### src/icl_pkg.sv
`default_nettype none

package icl_pkg;

    localparam int INDEX_BITS    = 16;
    localparam int FRACTION_BITS = 12;
    localparam int NODE_COUNT    = 8;

    localparam int FIELD_BITS = 16;
    localparam int COLOR_BITS = 8;
    localparam int NODE_BITS  = $clog2(NODE_COUNT);
    localparam int QUOT_BITS  = FRACTION_BITS + NODE_BITS;
    localparam int PROD_BITS  = INDEX_BITS + NODE_BITS;
    localparam int ACC_BITS   = COLOR_BITS + FRACTION_BITS + 1;
    localparam int TABLE_SIZE = 8;
    localparam int TABLE_BITS = 3;

    localparam logic [FIELD_BITS-1:0] SIZE_RESET = FIELD_BITS'(256);

    typedef logic [COLOR_BITS-1:0] color_t;

    typedef struct packed {
        color_t red;
        color_t green;
        color_t blue;
    } rgb_t;

    typedef struct packed {
        logic                  oor;
        logic [INDEX_BITS-1:0] rem;
        logic [QUOT_BITS-1:0]  dq;
    } div_beat_t;

    localparam rgb_t NODE_RGB [TABLE_SIZE] = '{
        '{red: 8'd0,   green: 8'd0,   blue: 8'd255},
        '{red: 8'd105, green: 8'd145, blue: 8'd2},
        '{red: 8'd0,   green: 8'd255, blue: 8'd29},
        '{red: 8'd180, green: 8'd255, blue: 8'd0},
        '{red: 8'd255, green: 8'd215, blue: 8'd6},
        '{red: 8'd255, green: 8'd143, blue: 8'd1},
        '{red: 8'd255, green: 8'd69,  blue: 8'd0},
        '{red: 8'd255, green: 8'd0,   blue: 8'd0}
    };

    function automatic logic [INDEX_BITS-1:0] to_index(input logic [FIELD_BITS-1:0] v);
        logic [FIELD_BITS+INDEX_BITS-1:0] ext;
        ext = {{INDEX_BITS{1'b0}}, v};
        return ext[INDEX_BITS-1:0];
    endfunction

    function automatic color_t blend(
        input color_t                   c0,
        input color_t                   c1,
        input logic [FRACTION_BITS-1:0] f
    );
        logic [ACC_BITS-1:0] acc;
        acc = ACC_BITS'(c0) * (ACC_BITS'(1) << FRACTION_BITS) - ACC_BITS'(c0) * ACC_BITS'(f)
            + ACC_BITS'(c1) * ACC_BITS'(f) + (ACC_BITS'(1) << (FRACTION_BITS - 1));
        return acc[FRACTION_BITS+COLOR_BITS-1:FRACTION_BITS];
    endfunction

endpackage

`default_nettype wire

### src/interpolated_colormap_lookup.sv
`default_nettype none

// Colormap lookup: gives the red, green and blue of entry palette_index in a
// table of palette_size colors that blends linearly between eight fixed colors
// running from blue to red. An index at or above palette_size returns zero
// color with index_out_of_range set. One beat is accepted per cycle while
// in_stall is low; each beat passes through an input stage, one pipelined
// restoring divider stage per quotient bit of the position, and a blend
// stage that is also the output register. Stalls are absorbed stage by
// stage, so empty stages keep filling while the output waits. palette_size
// is written through the cfg channel, which is always ready; write it only
// while no beats are in flight.
module interpolated_colormap_lookup (
    input  wire logic                              clk,
    input  wire logic                              rst_n,
    input  wire logic                              cfg_valid,
    output logic                                   cfg_ready,
    input  wire logic [icl_pkg::FIELD_BITS-1:0]    palette_size,
    input  wire logic                              in_valid,
    output logic                                   in_stall,
    input  wire logic [icl_pkg::FIELD_BITS-1:0]    palette_index,
    output logic                                   out_valid,
    input  wire logic                              out_stall,
    output logic [icl_pkg::COLOR_BITS-1:0]         red,
    output logic [icl_pkg::COLOR_BITS-1:0]         green,
    output logic [icl_pkg::COLOR_BITS-1:0]         blue,
    output logic                                   index_out_of_range
);

    logic [icl_pkg::FIELD_BITS-1:0]   size_reg;
    logic                             front_ready;
    logic                             stage_valid [icl_pkg::QUOT_BITS+1];
    logic                             stage_ready [icl_pkg::QUOT_BITS+1];
    icl_pkg::div_beat_t               stage_beat  [icl_pkg::QUOT_BITS+1];
    icl_pkg::rgb_t                    rgb;

    assign cfg_ready = 1'b1;

    always_ff @(posedge clk or negedge rst_n)
    begin
        if (!rst_n)
        begin
            size_reg <= icl_pkg::SIZE_RESET;
        end
        else if (cfg_valid && cfg_ready)
        begin
            size_reg <= palette_size;
        end
    end

    icl_front u_front (
        .clk           (clk),
        .rst_n         (rst_n),
        .in_valid      (in_valid),
        .in_ready      (front_ready),
        .palette_index (palette_index),
        .size          (size_reg),
        .out_valid     (stage_valid[0]),
        .out_ready     (stage_ready[0]),
        .out_beat      (stage_beat[0])
    );

    assign in_stall = !front_ready;

    for (genvar i = 0; i < icl_pkg::QUOT_BITS; i++)
    begin : g_div
        icl_div_step u_step (
            .clk       (clk),
            .rst_n     (rst_n),
            .size      (size_reg),
            .in_valid  (stage_valid[i]),
            .in_ready  (stage_ready[i]),
            .in_beat   (stage_beat[i]),
            .out_valid (stage_valid[i+1]),
            .out_ready (stage_ready[i+1]),
            .out_beat  (stage_beat[i+1])
        );
    end

    icl_blend u_blend (
        .clk       (clk),
        .rst_n     (rst_n),
        .in_valid  (stage_valid[icl_pkg::QUOT_BITS]),
        .in_ready  (stage_ready[icl_pkg::QUOT_BITS]),
        .in_beat   (stage_beat[icl_pkg::QUOT_BITS]),
        .out_valid (out_valid),
        .out_stall (out_stall),
        .out_rgb   (rgb),
        .out_oor   (index_out_of_range)
    );

    assign red   = rgb.red;
    assign green = rgb.green;
    assign blue  = rgb.blue;

endmodule

`default_nettype wire

### src/icl_front.sv
`default_nettype none

module icl_front (
    input  wire logic                              clk,
    input  wire logic                              rst_n,
    input  wire logic                              in_valid,
    output logic                                   in_ready,
    input  wire logic [icl_pkg::FIELD_BITS-1:0]    palette_index,
    input  wire logic [icl_pkg::FIELD_BITS-1:0]    size,
    output logic                                   out_valid,
    input  wire logic                              out_ready,
    output icl_pkg::div_beat_t                     out_beat
);

    logic                               valid_reg;
    icl_pkg::div_beat_t                 beat_reg;
    icl_pkg::div_beat_t                 beat_next;
    logic [icl_pkg::INDEX_BITS-1:0]     idx;
    logic [icl_pkg::INDEX_BITS-1:0]     sz;
    logic [icl_pkg::PROD_BITS-1:0]      prod;

    assign idx  = icl_pkg::to_index(palette_index);
    assign sz   = icl_pkg::to_index(size);
    assign prod = icl_pkg::PROD_BITS'(idx) * icl_pkg::PROD_BITS'(icl_pkg::NODE_COUNT - 1);

    // dividend is prod << FRACTION_BITS; top part starts as remainder
    always_comb
    begin
        beat_next.oor = (idx >= sz);
        beat_next.rem = prod[icl_pkg::PROD_BITS-1:icl_pkg::NODE_BITS];
        beat_next.dq  = {prod[icl_pkg::NODE_BITS-1:0], {icl_pkg::FRACTION_BITS{1'b0}}};
    end

    assign in_ready  = !valid_reg || out_ready;
    assign out_valid = valid_reg;
    assign out_beat  = beat_reg;

    always_ff @(posedge clk or negedge rst_n)
    begin
        if (!rst_n)
        begin
            valid_reg <= 1'b0;
        end
        else if (in_ready)
        begin
            valid_reg <= in_valid;
        end
    end

    always_ff @(posedge clk)
    begin
        if (in_ready && in_valid)
        begin
            beat_reg <= beat_next;
        end
    end

endmodule

`default_nettype wire

### src/icl_div_step.sv
`default_nettype none

module icl_div_step (
    input  wire logic                              clk,
    input  wire logic                              rst_n,
    input  wire logic [icl_pkg::FIELD_BITS-1:0]    size,
    input  wire logic                              in_valid,
    output logic                                   in_ready,
    input  wire icl_pkg::div_beat_t                in_beat,
    output logic                                   out_valid,
    input  wire logic                              out_ready,
    output icl_pkg::div_beat_t                     out_beat
);

    logic                               valid_reg;
    icl_pkg::div_beat_t                 beat_reg;
    icl_pkg::div_beat_t                 beat_next;
    logic [icl_pkg::INDEX_BITS:0]       trial;
    logic [icl_pkg::INDEX_BITS:0]       divisor;
    logic [icl_pkg::INDEX_BITS:0]       diff;
    logic                               take;

    // one restoring step: bring in next dividend bit, subtract if it fits
    assign trial   = {in_beat.rem, in_beat.dq[icl_pkg::QUOT_BITS-1]};
    assign divisor = {1'b0, icl_pkg::to_index(size)};
    assign diff    = trial - divisor;
    assign take    = (trial >= divisor);

    always_comb
    begin
        beat_next.oor = in_beat.oor;
        beat_next.rem = take ? diff[icl_pkg::INDEX_BITS-1:0] : trial[icl_pkg::INDEX_BITS-1:0];
        beat_next.dq  = {in_beat.dq[icl_pkg::QUOT_BITS-2:0], take};
    end

    assign in_ready  = !valid_reg || out_ready;
    assign out_valid = valid_reg;
    assign out_beat  = beat_reg;

    always_ff @(posedge clk or negedge rst_n)
    begin
        if (!rst_n)
        begin
            valid_reg <= 1'b0;
        end
        else if (in_ready)
        begin
            valid_reg <= in_valid;
        end
    end

    always_ff @(posedge clk)
    begin
        if (in_ready && in_valid)
        begin
            beat_reg <= beat_next;
        end
    end

endmodule

`default_nettype wire

### src/icl_blend.sv
`default_nettype none

module icl_blend (
    input  wire logic                  clk,
    input  wire logic                  rst_n,
    input  wire logic                  in_valid,
    output logic                       in_ready,
    input  wire icl_pkg::div_beat_t    in_beat,
    output logic                       out_valid,
    input  wire logic                  out_stall,
    output icl_pkg::rgb_t              out_rgb,
    output logic                       out_oor
);

    logic                                  valid_reg;
    icl_pkg::rgb_t                         rgb_reg;
    icl_pkg::rgb_t                         rgb_next;
    logic                                  oor_reg;
    logic [icl_pkg::NODE_BITS-1:0]         node;
    logic [icl_pkg::NODE_BITS-1:0]         n0;
    logic [icl_pkg::NODE_BITS-1:0]         n1;
    logic [icl_pkg::FRACTION_BITS-1:0]     frac;
    icl_pkg::rgb_t                         c0;
    icl_pkg::rgb_t                         c1;

    assign node = in_beat.dq[icl_pkg::QUOT_BITS-1:icl_pkg::FRACTION_BITS];
    assign frac = in_beat.dq[icl_pkg::FRACTION_BITS-1:0];
    assign n0   = (node > icl_pkg::NODE_BITS'(icl_pkg::NODE_COUNT - 2))
                ? icl_pkg::NODE_BITS'(icl_pkg::NODE_COUNT - 2) : node;
    assign n1   = n0 + icl_pkg::NODE_BITS'(1);
    assign c0   = icl_pkg::NODE_RGB[icl_pkg::TABLE_BITS'(n0)];
    assign c1   = icl_pkg::NODE_RGB[icl_pkg::TABLE_BITS'(n1)];

    always_comb
    begin
        if (in_beat.oor)
        begin
            rgb_next = '0;
        end
        else
        begin
            rgb_next.red   = icl_pkg::blend(c0.red,   c1.red,   frac);
            rgb_next.green = icl_pkg::blend(c0.green, c1.green, frac);
            rgb_next.blue  = icl_pkg::blend(c0.blue,  c1.blue,  frac);
        end
    end

    assign in_ready  = !valid_reg || !out_stall;
    assign out_valid = valid_reg;
    assign out_rgb   = rgb_reg;
    assign out_oor   = oor_reg;

    always_ff @(posedge clk or negedge rst_n)
    begin
        if (!rst_n)
        begin
            valid_reg <= 1'b0;
        end
        else if (in_ready)
        begin
            valid_reg <= in_valid;
        end
    end

    always_ff @(posedge clk)
    begin
        if (in_ready && in_valid)
        begin
            rgb_reg <= rgb_next;
            oor_reg <= in_beat.oor;
        end
    end

endmodule

`default_nettype wire

### config.mk
export PLATFORM = sky130hd
export DESIGN_NAME = interpolated_colormap_lookup
export DESIGN_NICKNAME = d
export VERILOG_FILES = /design/src/icl_pkg.sv /design/src/interpolated_colormap_lookup.sv /design/src/icl_front.sv /design/src/icl_div_step.sv /design/src/icl_blend.sv
export SDC_FILE = /design/constraint.sdc
export NUM_CORES = 2
export LEC_CHECK = 0
export ABC_AREA = 1
export BUFFER_PORTS_ARGS = -buffer_cell sky130_fd_sc_hd__buf_2
export CORE_MARGIN = 3
export CORE_UTILIZATION = 45
export CTS_CLUSTER_DIAMETER = 120
export DETAILED_ROUTE_END_ITERATION = 12
export SYNTH_ARGS = -nofsm -noshare
export SYNTH_HDL_FRONTEND = slang
export SYNTH_SLANG_ARGS = --single-unit
### constraint.sdc
create_clock -name clk -period 10.2 [get_ports clk]
set_input_delay 1.02 -clock clk [delete_from_list [all_inputs] [get_ports clk]]
set_output_delay 1.02 -clock clk [all_outputs]
set_load 0.005 [all_outputs]
==> reports/metrics.cfg <==
[sta]
tightestPinTransition_ns = 1.18
fin_tns_setup_ns = 0
timing.fmax_ghz = 0.118
min_period_ns = 8.46
slew_violations = 0
period_share = 0.829
maxSlewHeadroom = 0.201
finalSetupViolCount = 0
hold_viol_final = 0
skew_ns = 0.0484
rsz0062_at_grt = false

[finish]
largest_register_ffs = 362
final_common_cell = inv_1
syn_to_final_growth_pct = 8.18
drive_gt1_frac = 0.0448
nNetsFinal = 6310
final_cell_mix = inv_1 (992), nand2_1 (940), ha_1 (508), fa_1 (501), nor2_1 (440)

[worst_setup_path]
setup.worst_path.start_class = flip-flop
slowest_delay_ns = 0.78
crit_slowest_cell = nand2_1
cp.required_ns = 10.59
cp.arrival_ns = 8.85
worst-setup-path-type = flip-flop to flip-flop
worstPathMaxFanout = 22
worst-path-buf-inv = 6
critPathCaptureType = flip-flop
crit_family = adder cells

[outcome]
status = finished, final reports clean

[floorplan]
die_area_sq_mm = 0.107
num_rows = 117
io_pins = 65
start_util = 0.456
core_area_sq_mm = 0.102
die_w_microns = 328
die_h_microns = 328

[route]
avgViaCountPerCell = 5.20
routed_wirelength_microns = 120000
firstDrtPassIters = 5
drc = 0
detail_route.iter0.violations = 2414
antenna_left = 0
vias = 34800
routedWlPerCell_microns = 18.0

[yosys]
syn_area_per_cell_sq_um = 8.95
seq_area_frac_synth = 0.280
ys_warn_count = 0
async_reset_ff_frac = 0.0750
synthFlopType = edfxtp_1
netlist_area_sq_mm = 0.0465
synth_top_family_by_area = adder cells
synth-adder-area-share = 0.352
syn_nets = 6248
synth_edf_count = 407
yosysUniqueCellTypes = 49
synthMuxAreaShare = 0
ys_seq_elements = 440
synth_compound_area_frac = 0.0875
synth_cells = 5202
synth_xor_area_frac = 0.0410
synth-simple-area-share = 0.147

[clock_network]
cts_root_buffer = clkbuf_16
cts_tree = done
worstSkewPairLatency_ns = 0.67
hold_buffers = 0
cts_made_buffers = 55
ctsHtreeMaxLevel = 2
clock-sinks = 440
post-cts-setup-buffers = 0
ctsResizeCount = 0
clkTransAtPathRegs_ns = 0.06
ctsLongestPathBuffers = 3

[global_route]
grt_pass1_wl_microns = 192000
grt_antenna_before_repair = 1
overflow = 0
grt_pass1_vias = 34900
grt_max_degree = 34
track_usage = 0.228

[placed_design]
dpl.hpwl_microns = 94400
gp_congestion = 0.915
io_buffers = 63

[min_path]
hp-class = flip-flop to flip-flop

[flow_run]
maxCapViolCount = 0

## metal layers
layer | vias up | global-route usage | part of all wire
li1 | 16900 | - | -
met1 | 16800 | 0.298 | 0.43
met2 | 856 | 0.392 | 0.49
met3 | 198 | 0.0312 | 0.053
met4 | 0 | 0.0719 | 0.033
met5 | - | 0 | 0
## metrics by stage
stage / cells / setup WS (ns) / hold slack, ns / util / area, sq um
floorplan: 5202 / 3.20 / 0.400 / - / 46500
global placement: 6575 / 1.98 / 0.401 / 0.474 / 48500
detailed placement: 6575 / 1.81 / 0.405 / 0.474 / 48500
CTS: 6679 / 1.80 / 0.406 / 0.493 / 50400
global route: 6679 / 1.02 / 0.403 / 0.493 / 50400
finish: 6681 / 1.74 / 0.408 / 0.493 / 50400
## path summary, 6_finish.rpt
kind,slack (ns),from,endpoint,cells past startpoint
worst max-delay path,1.74,g_div[14].u_step.out_beat[13],u_blend.out_rgb[7],28
worst min-delay path,0.41,g_div[3].u_step.out_beat[1],g_div[4].u_step.out_beat[2],0
worst max register to register,1.74,g_div[14].u_step.out_beat[13],u_blend.out_rgb[7],28
worst min register to register,0.41,g_div[3].u_step.out_beat[1],g_div[4].u_step.out_beat[2],0
max in group asynchronous,9.19,rst_n,u_blend.out_valid,1
min in group asynchronous,0.46,rst_n,size_reg[14],1
## area by class of cell
type	count	area (sq um)
clock inverters	35	410
multi-input cells	3649	29300
repair buffers	107	646
inverters	1011	3790
well taps	1368	1710
clock buffers	69	1470
diodes	2	5.00
fillers	9802	51800
flip-flops and latches	440	13000
## worst register-to-register path: cells and delay by family (launching register included)
| family | cells | cell delay (ns) |
|---|---|---|
| fa+ha+maj | 10 | 4.73 |
| compound gates | 4 | 0.78 |
| buf+inv | 6 | 0.73 |
| flops | 1 | 0.47 |
| simple gates | 8 | 1.53 |
## Yosys cell counts (52+ instances only)
master    count  share of area
inv_1       992          0.080
nor2_1      442          0.036
xor2_1       77          0.014
a21o_1       52         0.0084
fa_1        501           0.22
nand2_1     940          0.076
nand3_1     163          0.018
clkbuf_1     58         0.0047
a21oi_1     260          0.028
xnor2_1     141          0.027
edfxtp_1    407           0.26
o21ai_0     307          0.033
nand4_1      64         0.0086
ha_1        508           0.14
## cells by family after synthesis
logic type / after synthesis
and+or+nand+nor: 1684
buffers and inverters: 1113
adders and majority gates: 1009
AOI/OAI and AO/OA: 737
DFF: 440
xor gates and xnor gates: 218
other: 1
Power is left out: the tool's default activity adds up to more than one toggle a clock period on the data nets, which glitch-free logic cannot reach.
